### src/ssqe_pkg.sv
// Shared constants, codes and controller/datapath types for the sorted set query engine.
// No dependencies.
package ssqe_pkg;

   localparam int SET_DEPTH = 1024;
   localparam int KEY_WIDTH = 32;
   localparam int ADDR_W    = $clog2(SET_DEPTH);
   localparam int CNT_W     = ADDR_W + 1;
   localparam int RANK_W    = 10;
   localparam int MODE_W    = 4;
   localparam int STAT_W    = 2;

   // Query and load operation codes
   typedef enum logic [MODE_W-1:0] {
      MODE_LOAD     = 4'd0,
      MODE_GET      = 4'd1,
      MODE_GE       = 4'd2,
      MODE_GT       = 4'd3,
      MODE_LE       = 4'd4,
      MODE_LT       = 4'd5,
      MODE_CNT_LT   = 4'd6,
      MODE_CNT_LE   = 4'd7,
      MODE_CONTAINS = 4'd8,
      MODE_RANGE    = 4'd9,
      MODE_NEIGHBOR = 4'd10
   } mode_type;

   // Result status codes
   typedef enum logic [STAT_W-1:0] {
      ST_OK        = 2'd0,
      ST_RANK      = 2'd1,
      ST_REVERSED  = 2'd2,
      ST_NOT_BUILT = 2'd3
   } status_type;

   // Search pass selector
   typedef enum logic [1:0] {
      PASS_LB    = 2'd0,
      PASS_UB    = 2'd1,
      PASS_UPPER = 2'd2
   } pass_type;

   // Commands from controller to datapath
   typedef struct packed {
      logic     accept;
      logic     dispatch;
      logic     ld_rd;
      logic     ld_cmp;
      logic     dd_init;
      logic     dd_rd;
      logic     dd_cmp;
      logic     bs_init;
      logic     bs_rd;
      logic     bs_cmp;
      logic     fetch_a;
      logic     fetch_b;
      logic     fetch_end;
      logic     finish;
      pass_type pass;
   } cmd_type;

   // Status from datapath to controller
   typedef struct packed {
      logic is_load;
      logic full;
      logic last;
      logic mode_bad;
      logic built;
      logic is_range;
      logic idx_zero;
      logic rd_gt_key;
      logic idx_at_end;
      logic lo_lt_hi;
      logic out_free;
   } stat_type;

endpackage

### src/ssqe_ctrl.sv
// Sequencer for load, sort-by-insertion, dedup and binary search queries.
// Depends on ssqe_pkg.
module ssqe_ctrl import ssqe_pkg::*; (
   input  logic     clock,
   input  logic     reset,
   input  logic     req_valid,
   output logic     req_ready,
   input  stat_type stat,
   output cmd_type  cmd
);

   typedef enum logic [12:0] {
      S_IDLE      = 13'b0000000000001,
      S_DISPATCH  = 13'b0000000000010,
      S_LD_RD     = 13'b0000000000100,
      S_LD_CMP    = 13'b0000000001000,
      S_DD_INIT   = 13'b0000000010000,
      S_DD_RD     = 13'b0000000100000,
      S_DD_CMP    = 13'b0000001000000,
      S_BS_INIT   = 13'b0000010000000,
      S_BS_RD     = 13'b0000100000000,
      S_BS_CMP    = 13'b0001000000000,
      S_FETCH_A   = 13'b0010000000000,
      S_FETCH_B   = 13'b0100000000000,
      S_FETCH_END = 13'b1000000000000
   } state_type;

   state_type state_ff, state_in;
   pass_type  pass_ff, pass_in;
   logic      resp_ff, resp_in;

   assign req_ready = (state_ff == S_IDLE) && !resp_ff;

   // Next state and commands
   always_comb begin
      state_in = state_ff;
      pass_in  = pass_ff;
      resp_in  = resp_ff;
      cmd      = '0;
      cmd.pass = pass_ff;
      if (resp_ff) begin
         // hold the finished beat until the output register frees up
         if (stat.out_free) begin
            cmd.finish = 1'b1;
            resp_in    = 1'b0;
         end
      end else begin
         unique case (state_ff)
            S_IDLE: begin
               if (req_valid) begin
                  cmd.accept = 1'b1;
                  state_in   = S_DISPATCH;
               end
            end
            S_DISPATCH: begin
               cmd.dispatch = 1'b1;
               pass_in      = PASS_LB;
               if (stat.is_load) begin
                  if (!stat.full) begin
                     state_in = S_LD_RD;
                  end else if (stat.last) begin
                     state_in = S_DD_INIT;
                  end else begin
                     state_in = S_IDLE;
                     resp_in  = 1'b1;
                  end
               end else if (stat.mode_bad || !stat.built) begin
                  state_in = S_IDLE;
                  resp_in  = 1'b1;
               end else begin
                  state_in = S_BS_INIT;
               end
            end
            S_LD_RD: begin
               cmd.ld_rd = 1'b1;
               if (!stat.idx_zero) begin
                  state_in = S_LD_CMP;
               end else if (stat.last) begin
                  state_in = S_DD_INIT;
               end else begin
                  state_in = S_IDLE;
                  resp_in  = 1'b1;
               end
            end
            S_LD_CMP: begin
               cmd.ld_cmp = 1'b1;
               if (stat.rd_gt_key) begin
                  state_in = S_LD_RD;
               end else if (stat.last) begin
                  state_in = S_DD_INIT;
               end else begin
                  state_in = S_IDLE;
                  resp_in  = 1'b1;
               end
            end
            S_DD_INIT: begin
               cmd.dd_init = 1'b1;
               state_in    = S_DD_RD;
            end
            S_DD_RD: begin
               cmd.dd_rd = 1'b1;
               if (stat.idx_at_end) begin
                  state_in = S_IDLE;
                  resp_in  = 1'b1;
               end else begin
                  state_in = S_DD_CMP;
               end
            end
            S_DD_CMP: begin
               cmd.dd_cmp = 1'b1;
               state_in   = S_DD_RD;
            end
            S_BS_INIT: begin
               cmd.bs_init = 1'b1;
               state_in    = S_BS_RD;
            end
            S_BS_RD: begin
               cmd.bs_rd = 1'b1;
               if (stat.lo_lt_hi) begin
                  state_in = S_BS_CMP;
               end else begin
                  // advance to the next bound or to the element fetch
                  priority if (pass_ff == PASS_LB) begin
                     pass_in  = PASS_UB;
                     state_in = S_BS_INIT;
                  end else if (pass_ff == PASS_UB && stat.is_range) begin
                     pass_in  = PASS_UPPER;
                     state_in = S_BS_INIT;
                  end else begin
                     state_in = S_FETCH_A;
                  end
               end
            end
            S_BS_CMP: begin
               cmd.bs_cmp = 1'b1;
               state_in   = S_BS_RD;
            end
            S_FETCH_A: begin
               cmd.fetch_a = 1'b1;
               state_in    = S_FETCH_B;
            end
            S_FETCH_B: begin
               cmd.fetch_b = 1'b1;
               state_in    = S_FETCH_END;
            end
            S_FETCH_END: begin
               cmd.fetch_end = 1'b1;
               state_in      = S_IDLE;
               resp_in       = 1'b1;
            end
            default: begin
               state_in = S_IDLE;
            end
         endcase
      end
   end

   always_ff @(posedge clock) begin
      if (reset) begin
         state_ff <= S_IDLE;
         pass_ff  <= PASS_LB;
         resp_ff  <= 1'b0;
      end else begin
         state_ff <= state_in;
         pass_ff  <= pass_in;
         resp_ff  <= resp_in;
      end
   end

endmodule

### config.mk
export PLATFORM = sky130hd
export DESIGN_NAME = ssqe_ctrl
export DESIGN_NICKNAME = d
export VERILOG_FILES = /design/src/ssqe_pkg.sv /design/src/ssqe_ctrl.sv
export SDC_FILE = /design/constraint.sdc
export NUM_CORES = 1
export LEC_CHECK = 0
export ABC_AREA = 1
export BUFFER_PORTS_ARGS = -buffer_cell sky130_fd_sc_hd__buf_2
export CAP_MARGIN = 15
export CORE_MARGIN = 4
export CORE_UTILIZATION = 52
export CTS_CLUSTER_DIAMETER = 100
export CTS_CLUSTER_SIZE = 16
export DETAILED_ROUTE_END_ITERATION = 6
export GPL_ROUTABILITY_DRIVEN = 0
export PLACE_DENSITY = 0.78
export SYNTH_ARGS = -nofsm -noshare
export SYNTH_HDL_FRONTEND = slang
export SYNTH_SLANG_ARGS = --single-unit
### constraint.sdc
create_clock -name clock -period 1.7 [get_ports clock]
set_clock_uncertainty 0.15 [all_clocks]
set_input_delay 0.34 -clock clock [delete_from_list [all_inputs] [get_ports clock]]
set_output_delay 0.34 -clock clock [all_outputs]
set_load 0.05 [all_outputs]
==> results of run 1 <==
Yosys cell counts, types with 4 or more instances:
master,number
sky130_fd_sc_hd__nor2_1,49
sky130_fd_sc_hd__nand2_2,6
sky130_fd_sc_hd__nand3_1,15
sky130_fd_sc_hd__nor2_4,4
sky130_fd_sc_hd__a21oi_1,7
sky130_fd_sc_hd__dfxtp_1,16
sky130_fd_sc_hd__o21ai_0,4
sky130_fd_sc_hd__nand2_1,48
sky130_fd_sc_hd__inv_1,29
what timing repair did:
action,in CTS
pin swaps,20
gates resized for setup,72
gates cloned,1
setup buffers,10
endpoints found under the setup margin,24
kinds of logic after synthesis:
group,count (synthesis),synth area share [%]
AOI/OAI and AO/OA,24,13.3
DFF,16,26.4
and+or+nand+nor,133,48.9
buffers and inverters,34,11.4
stage by stage:
step / setup TNS [ns] / std cells
after CTS: -6.04 / 308
after global placement: -0.751 / 295
after floorplan: -2.37 / 207
after detailed placement: -1.26 / 295
==> results.py, run 1 <==
metrics = {
    "run_status": {
        "status": "did not finish",
        "stop_stage": "global routing (5_1_grt)",
        "flow.first_error": "[ERROR DPL-0038] Utilization greater than 100%, impossible to legalize",
    },
    "clock_tree": {
        "h-tree-depth": 1,
        "clk_path_buf_depth": 2,
        "numCtsBuffers": 3,
        "clk_root_buffer_cell": "sky130_fd_sc_hd__clkbuf_4",
        "cts_num_sinks": 16,
        "cts_stage_hold_buffer_count": 0,
    },
    "placed_design": {
        "detailed_place.area_mm2": 0.00173,
        "io_buffers": 30,
        "detailedPlacementHpwl_mm": 2.95,
        "placement.setup.worst_slack_ns": -0.134,
    },
    "timing": {
        "grt_worst_setup_endpoint": "cmd[4]",
        "timing.worst_endpoint.kind": "top-level output",
    },
    "synth": {
        "syn-num-nets": 221,
        "postSynth.topFlopCell": "sky130_fd_sc_hd__dfxtp_1",
        "synthesis.area_mm2": 0.00121,
        "async_reset_ff_share_pct": 0,
        "synth_edf_count": 0,
        "synth_cells": 207,
        "number_of_register_bits_inferred_by_synthesis": 16,
        "post-synth-top-area-cell": "sky130_fd_sc_hd__dfxtp_1",
        "ys_types": 25,
        "synth.top_cells.by_area": "sky130_fd_sc_hd__dfxtp_1 26%, sky130_fd_sc_hd__nor2_1 15%, sky130_fd_sc_hd__nand2_1 15%",
        "post_synth.cell_area_avg_um2": 5.87,
        "synth.top_cell.area_share_pct": 26.4,
        "synth-seq-area-share_pct": 26.4,
        "yosysWarningCount": 0,
    },
    "floorplan": {
        "pin_count": 31,
        "start_util_pct": 54.9,
        "floorplan.die.height_um": 56.3,
        "die_w_um": 56.3,
        "std_cell_rows": 17,
    },
    "grt": {
        "grt_start_max_net_pins": 14,
    },
}
==> run 2: changes to the inputs <==
--- a/config.mk
+++ b/config.mk
@@ -8,13 +8,11 @@
 export ABC_AREA = 1
 export BUFFER_PORTS_ARGS = -buffer_cell sky130_fd_sc_hd__buf_2
 export CAP_MARGIN = 15
-export CORE_MARGIN = 4
-export CORE_UTILIZATION = 52
-export CTS_CLUSTER_DIAMETER = 100
-export CTS_CLUSTER_SIZE = 16
+export CORE_AREA = 4 4 65 67
 export DETAILED_ROUTE_END_ITERATION = 6
+export DIE_AREA = 0 0 69 71
 export GPL_ROUTABILITY_DRIVEN = 0
-export PLACE_DENSITY = 0.78
+export PLACE_DENSITY_LB_ADDON = 0.15
 export SYNTH_ARGS = -nofsm -noshare
 export SYNTH_HDL_FRONTEND = slang
 export SYNTH_SLANG_ARGS = --single-unit
==> results.py, run 2 <==
metrics = {
    "synth": {
        "ys_types": 25,
        "synth_most_common_cell": "sky130_fd_sc_hd__nor2_1",
        "syn-num-nets": 221,
        "async_reset_ff_share_pct": 0,
        "synth.top_cells.by_area": "sky130_fd_sc_hd__dfxtp_1 26%, sky130_fd_sc_hd__nor2_1 15%, sky130_fd_sc_hd__nand2_1 15%",
        "yosysWarningCount": 0,
        "postSynth.topFlopCell": "sky130_fd_sc_hd__dfxtp_1",
        "synth-seq-area-share_pct": 26.4,
        "number_of_register_bits_inferred_by_synthesis": 16,
        "post-synth-top-area-cell": "sky130_fd_sc_hd__dfxtp_1",
        "synth.top_cells.by_count": "49 x sky130_fd_sc_hd__nor2_1, 48 x sky130_fd_sc_hd__nand2_1, 29 x sky130_fd_sc_hd__inv_1",
        "synth.top_cell.area_share_pct": 26.4,
        "synthesis.area_mm2": 0.00121,
        "post_synth.cell_area_avg_um2": 5.87,
        "synth_cells": 207,
        "synth_edf_count": 0,
    },
    "grt": {
        "grt_start_max_net_pins": 14,
        "global_route.usage.total_pct": 16.2,
        "grt_pass1_vias": 1466,
        "grt_pass1_wl_mm": 6.53,
        "grt.overflow.total": 0,
        "initial_antenna_violation_count": 0,
    },
    "clock_tree": {
        "clk_root_buffer_cell": "sky130_fd_sc_hd__clkbuf_8",
        "clk-insertion-delay-late_ns": 0.25,
        "clk_path_buf_depth": 2,
        "cts_num_sinks": 16,
        "tritoncts": "done",
        "h-tree-depth": 1,
        "cts_stage_hold_buffer_count": 0,
        "numCtsBuffers": 3,
        "path_clk_slew_ns": 0.07,
    },
    "timing": {
        "timing.final.hold_violations": 0,
        "drv_slew": 0,
        "timing.hold.ws_ns": 0.203,
        "post-route-min-period_ns": 2.00,
        "min_period_over_period_pct": 118,
        "max_slew_margin_pct": 74.0,
        "max_slew.worst_pin.slew_ns": 0.389,
        "final_critical_path_setup_slack_ns": -0.304,
        "fmaxAchievable_ghz": 0.499,
        "rsz0062_at_grt": "true",
        "finalSetupViolCount": 26,
    },
    "pwr": {
        "power.ir.vdd_worst_mv": 2.35,
        "power_density_mw_per_mm2": 1660,
        "leakagePower_nw": 1.16,
    },
    "final_layout": {
        "layout.core_utilization_pct": 69.5,
        "num-nets-final": 315,
        "layout.cells.most_common": "sky130_fd_sc_hd__buf_4",
        "largest_reg_flops": 13,
        "area_growth_syn_to_layout_pct": 108,
        "reg.largest.list": "state_ff x13, pass_ff x2, resp_ff x1",
        "layout-drive-gt1-share_pct": 64.7,
        "filler_cell_count": 287,
        "largest-register": "state_ff",
        "layout.cells.most_common_list": "45 x sky130_fd_sc_hd__buf_4, 26 x sky130_fd_sc_hd__inv_1, 25 x sky130_fd_sc_hd__nor2_1",
        "antennaDiodeCount": 0,
    },
    "floorplan": {
        "die-area_mm2": 0.00490,
        "core_mm2": 0.00363,
        "start_util_pct": 33.4,
        "std_cell_rows": 22,
        "floorplan.die.height_um": 71,
        "die_w_um": 69,
        "pin_count": 31,
    },
    "run_status": {
        "status": "complete, but fails checks",
        "failed_checks": "setup timing",
    },
    "route": {
        "detail_route.wirelength_mm": 4.57,
        "avgViaCountPerCell": 4.65,
        "detail_route.wl_per_cell_um": 13.1,
        "firstDrtPassIters": 4,
        "drc": 0,
        "ant_nets": 0,
        "detail_route.iter0.violations": 54,
        "num_vias": 1617,
    },
    "run": {
        "drv_cap": 0,
    },
    "worst_setup_path": {
        "crit_arrival_ns": 1.51,
        "setup.worst_path.end_class": "output port",
        "critPathMaxFanout": 4,
        "critPathRequiredTime_ns": 1.21,
        "setup.worst_path.class": "reg -> out",
        "category_of_the_worst_setup_path_launch_point": "flop",
    },
    "min_path": {
        "hold_path_class": "in -> reg",
    },
    "placed_design": {
        "io_buffers": 30,
        "detailedPlacementHpwl_mm": 2.96,
    },
}
==> run 2: layout make-up <==
class	instances	area, um^2	share of cell area (%)
clock buffers	4	55.1	2.18
well taps	48	60.1	2.38
flip-flops and latches	16	338	13.4
repair buffers	94	857	33.9
multi-input cells	157	1100	43.6
inverters	29	115	4.56
==> run 2: cell families after synthesis <==
family	after synthesis	synth area share [%]
buffers and inverters	34	11.4
AND/OR/NAND/NOR	133	48.9
AO/OA/AOI/OAI	24	13.3
flip-flops	16	26.4
==> run 2: final timing paths <==
path,slack (ns),depth (start not counted),end,from
worst min-delay path,0.20,4,state_ff[6],stat[2]
worst min register to register,0.36,2,state_ff[0],state_ff[0]
worst max register to register,-0.20,10,state_ff[9],state_ff[11]
worst max-delay path,-0.30,7,cmd[8],state_ff[11]
==> run 2: where the power goes <==
part / leakage, nW / total, W / internal [W] / switching (W)
registers: 0.135 / 0.000589 / 0.000492 / 0.0000974
clock network: 0.0288 / 0.000351 / 0.000206 / 0.000145
logic: 0.997 / 0.00326 / 0.00147 / 0.00179
==> run 2: through the flow <==
step	cell area, um^2	setup WS [ns]	std cells	setup TNS, ns	total power (W)
2_1_floorplan	1280	-0.241	207	-2.37	0.00201
3_3_place_gp	1840	-0.101	327	-0.869	0.00282
3_5_place_dp	1840	-0.107	327	-0.943	0.00282
4_1_cts	2170	-0.264	340	-3.35	0.00356
5_1_grt	2530	-0.374	348	-7.25	0.00445
6_report	2530	-0.304	348	-5.07	0.00420
==> run 2: worst max-delay path, stage by stage (launching register included) <==
cell                      delay [ns]
sky130_fd_sc_hd__dfxtp_2        0.34
sky130_fd_sc_hd__nor2_4         0.12
sky130_fd_sc_hd__nand2_2        0.08
sky130_fd_sc_hd__nor2_4         0.20
sky130_fd_sc_hd__buf_6          0.17
sky130_fd_sc_hd__nand2_4        0.08
sky130_fd_sc_hd__nor2_4         0.12
sky130_fd_sc_hd__buf_6          0.16
==> run 2: metal layers <==
metal | vias up | routed length (um) | track usage, %
met2 | 23 | 2260 | 27.2
li1 | 835 | - | -
met5 | - | 0 | 0
met3 | 2 | 130 | 3.98
met1 | 757 | 2150 | 21.3
met4 | 0 | 22 | 2.60
==> run 2: what timing repair did <==
item | in CTS | in global routing
setup buffers | 10 | 13
gates resized for setup | 68 | 77
setup endpoints to repair | 18 | 30
pin swaps | 21 | 45
Note: power is estimated with default switching activity, not from simulation.
==> run 3: changes to the inputs <==
--- a/config.mk
+++ b/config.mk
@@ -8,6 +8,8 @@
 export ABC_AREA = 1
 export BUFFER_PORTS_ARGS = -buffer_cell sky130_fd_sc_hd__buf_2
 export CAP_MARGIN = 15
+export CELL_PAD_IN_SITES_DETAIL_PLACEMENT = 0
+export CELL_PAD_IN_SITES_GLOBAL_PLACEMENT = 1
 export CORE_AREA = 4 4 65 67
 export DETAILED_ROUTE_END_ITERATION = 6
 export DIE_AREA = 0 0 69 71
==> results.py, run 3 (synthesis gave the netlist of run 2 again) <==
metrics = {
    "timing": {
        "finalSetupViolCount": 23,
        "rsz0062_at_grt": "true",
        "final_critical_path_setup_slack_ns": -0.266,
        "min_period_over_period_pct": 116,
        "max_slew.worst_pin.slew_ns": 0.331,
        "fmaxAchievable_ghz": 0.509,
        "post-route-min-period_ns": 1.97,
        "max_slew_margin_pct": 78.0,
        "timing.hold.ws_ns": 0.204,
        "timing.final.hold_violations": 0,
        "drv_slew": 0,
    },
    "final_layout": {
        "num-nets-final": 298,
        "reg.largest.list": "state_ff x13, pass_ff x2, resp_ff x1",
        "layout.cells.most_common_list": "33 x sky130_fd_sc_hd__buf_4, 31 x sky130_fd_sc_hd__nand2_1, 28 x sky130_fd_sc_hd__nor2_1",
        "largest-register": "state_ff",
        "largest_reg_flops": 13,
        "layout-drive-gt1-share_pct": 56.9,
        "layoutNonFillerInstCount": 331,
        "area_growth_syn_to_layout_pct": 83.0,
        "antennaDiodeCount": 0,
        "layout.cells.most_common": "sky130_fd_sc_hd__buf_4",
    },
    "clock_tree": {
        "path_clk_slew_ns": 0.07,
        "cts_num_sinks": 16,
        "tritoncts": "done",
        "clk_path_buf_depth": 2,
        "clk_root_buffer_cell": "sky130_fd_sc_hd__clkbuf_8",
        "numCtsBuffers": 3,
        "h-tree-depth": 1,
        "clk-insertion-delay-late_ns": 0.25,
    },
    "grt": {
        "grt_pass1_vias": 1392,
        "initial_antenna_violation_count": 0,
        "grt_start_max_net_pins": 14,
        "global_route.usage.total_pct": 16.1,
        "grt.overflow.total": 0,
        "grt_pass1_wl_mm": 6.43,
    },
    "worst_setup_path": {
        "register_to_register_path_depth": 9,
        "cpPeakStageDelay_ns": 0.34,
        "worst_reg2reg_path_endpoint": "state_ff[9]",
        "critPathRequiredTime_ns": 1.21,
        "crit_arrival_ns": 1.48,
        "rr_startpoint": "state_ff[5]",
        "category_of_the_worst_setup_path_launch_point": "flop",
        "worst_path_dominant_cell_family": "simple AND/OR/NAND/NOR gates",
        "timing.critical_path.slowest_stage_cell": "sky130_fd_sc_hd__dfxtp_2",
        "cpMostUsedCell": "sky130_fd_sc_hd__nor2_4",
        "critPathMaxFanout": 6,
        "setup.worst_path.class": "reg -> out",
        "ff2ff_setup_slack_ns": -0.04,
        "setup.worst_path.end_class": "output port",
        "cp.buffers_inverters": 1,
        "crit_path_cell_trace": "nor2_4 -> nand2_4 -> nor2_4 -> nand3_2 -> nor2_4 -> buf_6",
    },
    "floorplan": {
        "die_w_um": 69,
        "pin_count": 31,
        "core_mm2": 0.00363,
        "start_util_pct": 33.4,
        "die-area_mm2": 0.00490,
        "std_cell_rows": 22,
        "floorplan.die.height_um": 71,
    },
    "placed_design": {
        "numPlacedInstances": 321,
        "io_buffers": 30,
        "placement.setup.worst_slack_ns": -0.130,
        "detailedPlacementHpwl_mm": 3.05,
    },
    "min_path": {
        "hold_path_class": "in -> reg",
        "hold_start": "stat[2]",
        "min_to": "state_ff[6]",
        "hold_path_depth": 4,
    },
    "route": {
        "detail_route.wl_per_cell_um": 12.1,
        "detail_route.iter0.violations": 79,
        "ant_nets": 0,
        "num_vias": 1499,
        "drc": 0,
        "detail_route.wirelength_mm": 4.00,
        "avgViaCountPerCell": 4.53,
        "firstDrtPassIters": 4,
    },
    "pwr": {
        "p_switching_w": 0.00189,
        "power_density_mw_per_mm2": 1750,
        "cell_internal_pwr_w": 0.00200,
        "logic_pwr_share_pct": 76.1,
        "power.ir.vdd_worst_mv": 1.35,
        "leakagePower_nw": 1.06,
        "clock_power_share_pct": 8.8,
        "power_switching_share_pct": 48.5,
        "share_seq_of_total_power_pct": 15.0,
    },
    "run_status": {
        "status": "complete, but fails checks",
        "failed_checks": "setup timing",
    },
    "run": {
        "drv_cap": 0,
    },
}
-- run 3: cell types whose count changed in the layout (fill, tap and decap cells not counted), sizes merged --
cell  previous run  this run
buf             94        77
-- run 3: per-layer routing --
layer  global-route usage [%]  vias up  wire length [um]
li1                         -      804                 -
met1                     20.9      674              1820
met2                     27.4       19              2040
met3                     3.69        2               123
met4                     3.25        0                29
met5                        0        -                 0
-- run 3: timing repair --
action / 4_1_cts / 5_1_grt
hold buffers: 0 / 0
endpoints found under the setup margin: 23 / 29
pin swaps: 22 / 18
resized for setup: 59 / 52
setup buffers: 5 / 3
gates cloned: 0 / 1
-- run 3: layout make-up --
cell class              count  area, um^2
clock buffers               4        55.1
fillers                   375        1410
inverters                  29         115
multi-input cells         157         980
flip-flops and latches     16         337
well taps                  48        60.1
repair buffers             77         677
-- run 3: how the worst max path moves through the flow --
stage               cells after the start  slack [ns]      end          from
global placement                        6       -0.11   cmd[3]   state_ff[2]
floorplan                               7       -0.24  cmd[15]  state_ff[11]
finish                                  6       -0.27   cmd[3]   state_ff[5]
detailed placement                      6       -0.13   cmd[3]   state_ff[2]
CTS                                     7       -0.27  cmd[13]  state_ff[11]
global route                            6       -0.36   cmd[3]   state_ff[6]
-- run 3: power groups by stage --
stage | Sequential [W] | Combinational, W | Clock (W)
detailed placement | 0.000556 | 0.00224 | 0
CTS | 0.000574 | 0.00254 | 0.000357
global placement | 0.000553 | 0.00224 | 0
finish | 0.000585 | 0.00296 | 0.000343
floorplan | 0.000587 | 0.00143 | 0
global route | 0.000602 | 0.00318 | 0.000374
-- run 3: worst reg2reg max path, stage by stage, from the launching register on --
cell	delay [ns]
sky130_fd_sc_hd__dfxtp_2	0.34
sky130_fd_sc_hd__nor2_4	0.14
sky130_fd_sc_hd__nand2_4	0.10
sky130_fd_sc_hd__nor2_4	0.13
sky130_fd_sc_hd__nand2_4	0.07
sky130_fd_sc_hd__buf_6	0.13
sky130_fd_sc_hd__o21ai_4	0.24
sky130_fd_sc_hd__buf_6	0.17
sky130_fd_sc_hd__nor2_1	0.04
sky130_fd_sc_hd__a211oi_1	0.15
-- run 3: through the flow --
stage          cell area (um^2)  util (%)  total power (W)  setup TNS (ns)
4_1_cts                    2050      56.4          0.00347           -3.26
3_3_place_gp               1780      49.1          0.00279          -0.967
3_5_place_dp               1780      49.1          0.00280           -1.14
2_1_floorplan              1280         -          0.00201           -2.37
5_1_grt                    2220      61.2          0.00415           -5.99
6_report                   2220      61.2          0.00389           -3.40
==> run 4: changes to the inputs <==
--- a/config.mk
+++ b/config.mk
@@ -5,7 +5,6 @@
 export SDC_FILE = /design/constraint.sdc
 export NUM_CORES = 1
 export LEC_CHECK = 0
-export ABC_AREA = 1
 export BUFFER_PORTS_ARGS = -buffer_cell sky130_fd_sc_hd__buf_2
 export CAP_MARGIN = 15
 export CELL_PAD_IN_SITES_DETAIL_PLACEMENT = 0
==> results.py, run 4 <==
metrics = {
    "final_layout": {
        "reg.largest.list": "state_ff x13, pass_ff x2, resp_ff x1",
        "layout-drive-gt1-share_pct": 66.7,
        "multiInputGateArea_mm2": 0.00115,
        "filler_cell_count": 311,
        "layout.cells.most_common_list": "51 x sky130_fd_sc_hd__buf_4, 27 x sky130_fd_sc_hd__buf_6, 15 x sky130_fd_sc_hd__buf_2",
        "layout.cells.most_common": "sky130_fd_sc_hd__buf_4",
        "layout.core_utilization_pct": 68.0,
        "storage_cell_area_um2": 330,
        "largest-register": "state_ff",
        "antennaDiodeCount": 0,
        "num-nets-final": 267,
        "area_growth_syn_to_layout_pct": 106,
        "largest_reg_flops": 13,
    },
    "placed_design": {
        "io_buffers": 30,
        "detailedPlacementHpwl_mm": 3.29,
    },
    "worst_setup_path": {
        "ff2ff_setup_slack_ns": -0.69,
        "setup.worst_path.class": "reg -> out",
        "critPathRequiredTime_ns": 1.21,
        "worst_reg2reg_path_endpoint": "state_ff[11]",
        "critPathLaunch": "state_ff[7]",
        "register_to_register_path_depth": 7,
        "crit_end": "cmd[5]",
        "critPathMaxFanout": 2,
        "setup.worst_path.end_class": "output port",
        "rr_startpoint": "state_ff[7]",
        "crit_arrival_ns": 2.21,
        "category_of_the_worst_setup_path_launch_point": "flop",
    },
    "route": {
        "ant_nets": 0,
        "drc": 0,
        "avgViaCountPerCell": 5.22,
        "detail_route.iter0.violations": 48,
        "detail_route.wl_per_cell_um": 15.6,
        "num_vias": 1565,
        "firstDrtPassIters": 4,
        "detail_route.wirelength_mm": 4.67,
    },
    "clock_tree": {
        "tritoncts": "done",
        "cts_stage_hold_buffer_count": 0,
        "cts_num_sinks": 16,
        "clk_path_buf_depth": 2,
        "numCtsBuffers": 3,
        "path_clk_slew_ns": 0.07,
        "clk-insertion-delay-late_ns": 0.25,
        "clk_root_buffer_cell": "sky130_fd_sc_hd__clkbuf_8",
        "h-tree-depth": 1,
    },
    "timing": {
        "timing.final.hold_violations": 0,
        "fmaxAchievable_ghz": 0.371,
        "final_critical_path_setup_slack_ns": -0.998,
        "max_slew_margin_pct": 66.8,
        "rsz0062_at_grt": "true",
        "min_period_over_period_pct": 159,
        "max_slew.worst_pin.slew_ns": 0.497,
        "timing.hold.ws_ns": 0.207,
        "fin_setup_tns_ns": -14.85,
        "drv_slew": 0,
        "finalSetupViolCount": 29,
        "post-route-min-period_ns": 2.70,
    },
    "synth": {
        "synth.top_cell.area_share_pct": 26.6,
        "post_synth.cell_area_avg_um2": 7.56,
        "postSynth.topFlopCell": "sky130_fd_sc_hd__dfxtp_1",
        "number_of_register_bits_inferred_by_synthesis": 16,
        "synth.top_cells.by_count": "18 x sky130_fd_sc_hd__nor2_1, 16 x sky130_fd_sc_hd__dfxtp_1, 13 x sky130_fd_sc_hd__nand2_1",
        "synth_cells": 159,
        "synth_edf_count": 0,
        "synth-seq-area-share_pct": 26.6,
        "post-synth-top-area-cell": "sky130_fd_sc_hd__dfxtp_1",
        "syn-num-nets": 173,
        "async_reset_ff_share_pct": 0,
        "synth_most_common_cell": "sky130_fd_sc_hd__nor2_1",
        "yosysWarningCount": 0,
        "synthesis.area_mm2": 0.00120,
        "synth.top_cells.by_area": "sky130_fd_sc_hd__dfxtp_1 27%, sky130_fd_sc_hd__nor2_1 5.6%, sky130_fd_sc_hd__a21oi_1 4.6%",
        "ys_types": 50,
    },
    "grt": {
        "grt_pass1_vias": 1667,
        "grt.overflow.total": 0,
        "grt_start_max_net_pins": 12,
        "initial_antenna_violation_count": 0,
        "global_route.usage.total_pct": 18.8,
        "grt_pass1_wl_mm": 7.63,
    },
    "pwr": {
        "power_density_mw_per_mm2": 1090,
        "design_power_total_w": 0.00270,
        "power.ir.vdd_worst_mv": 0.635,
        "leakagePower_nw": 1.00,
    },
    "floorplan": {
        "core_mm2": 0.00363,
        "die_w_um": 69,
        "floorplan.die.height_um": 71,
        "pin_count": 31,
        "die-area_mm2": 0.00490,
        "std_cell_rows": 22,
        "start_util_pct": 33.1,
    },
    "run": {
        "drv_cap": 0,
    },
    "run_status": {
        "status": "complete, but fails checks",
        "failed_checks": "setup timing",
    },
    "min_path": {
        "hold_path_class": "in -> reg",
    },
}
run 4: routing by layer:
layer / GRT usage, % / wire length, um / part of all wire [%] / vias up
met5: 0 / 0 / 0 / -
met4: 7.38 / 102 / 2.2 / 0
met3: 3.41 / 160 / 3.4 / 10
met2: 34.1 / 2370 / 51 / 38
met1: 21.9 / 2040 / 44 / 743
li1: - / - / - / 774
run 4: repair_timing:
action / in CTS / in global routing
resized for setup: 87 / 24
pin swaps: 26 / 18
setup endpoints to repair: 30 / 31
buffers inserted: 10 / 13
endpoints found under the hold margin: 0 / 0
run 4: where the power goes:
group          switching, W  total, W  internal [W]
registers         0.0000253  0.000447      0.000422
logic              0.000952   0.00191      0.000956
clock network      0.000139  0.000344      0.000206
total               0.00112   0.00270       0.00158
run 4: final cells by class:
cell class	count	share of cell area (%)
Inverter	6	1.06
Timing Repair Buffer	99	34.5
Tap cell	48	2.43
Multi-Input combinational cell	127	46.5
Sequential cell	16	13.4
Clock buffer	4	2.23
run 4: critical path, stage by stage, from the launching register on:
cell and delay [ns]:
sky130_fd_sc_hd__dfxtp_2 0.32, sky130_fd_sc_hd__or4_4 0.54, sky130_fd_sc_hd__or4_4 0.51, sky130_fd_sc_hd__or3_4 0.37, sky130_fd_sc_hd__clkinvlp_4 0.09, sky130_fd_sc_hd__buf_8 0.13
run 4: how the worst min path moves through the flow:
stage                       startpoint      endpoint  cells after the start
after floorplan           state_ff[10]  state_ff[10]                      2
after global placement    state_ff[12]  state_ff[12]                      2
after detailed placement  state_ff[12]  state_ff[12]                      2
after CTS                      stat[4]   state_ff[3]                      4
after global routing           stat[4]   state_ff[3]                      4
final                          stat[4]   state_ff[3]                      4
run 4: per-stage QoR:
| stage | std cells | area [um^2] | setup slack, ns |
|---|---|---|---|
| 2_1_floorplan | 159 | 1330 | -0.797 |
| 4_1_cts | 290 | 2300 | -0.983 |
| 6_report | 300 | 2470 | -0.998 |
| 5_1_grt | 300 | 2470 | -1.03 |
| 3_5_place_dp | 276 | 1820 | -0.851 |
| 3_3_place_gp | 276 | 1820 | -0.837 |
run 4: kinds of logic (layout without fill, tap and decap cells):
| family | count (synthesis) | count (layout) | synth area share (%) |
|---|---|---|---|
| buffers and inverters | 16 | 109 | 8.43 |
| and+or+nand+nor | 94 | 94 | 45.8 |
| xor gates and xnor gates | 3 | 3 | 2.19 |
| muxes | 1 | 1 | 0.832 |
| DFF | 16 | 16 | 26.6 |
| AOI/OAI and AO/OA | 29 | 29 | 16.1 |
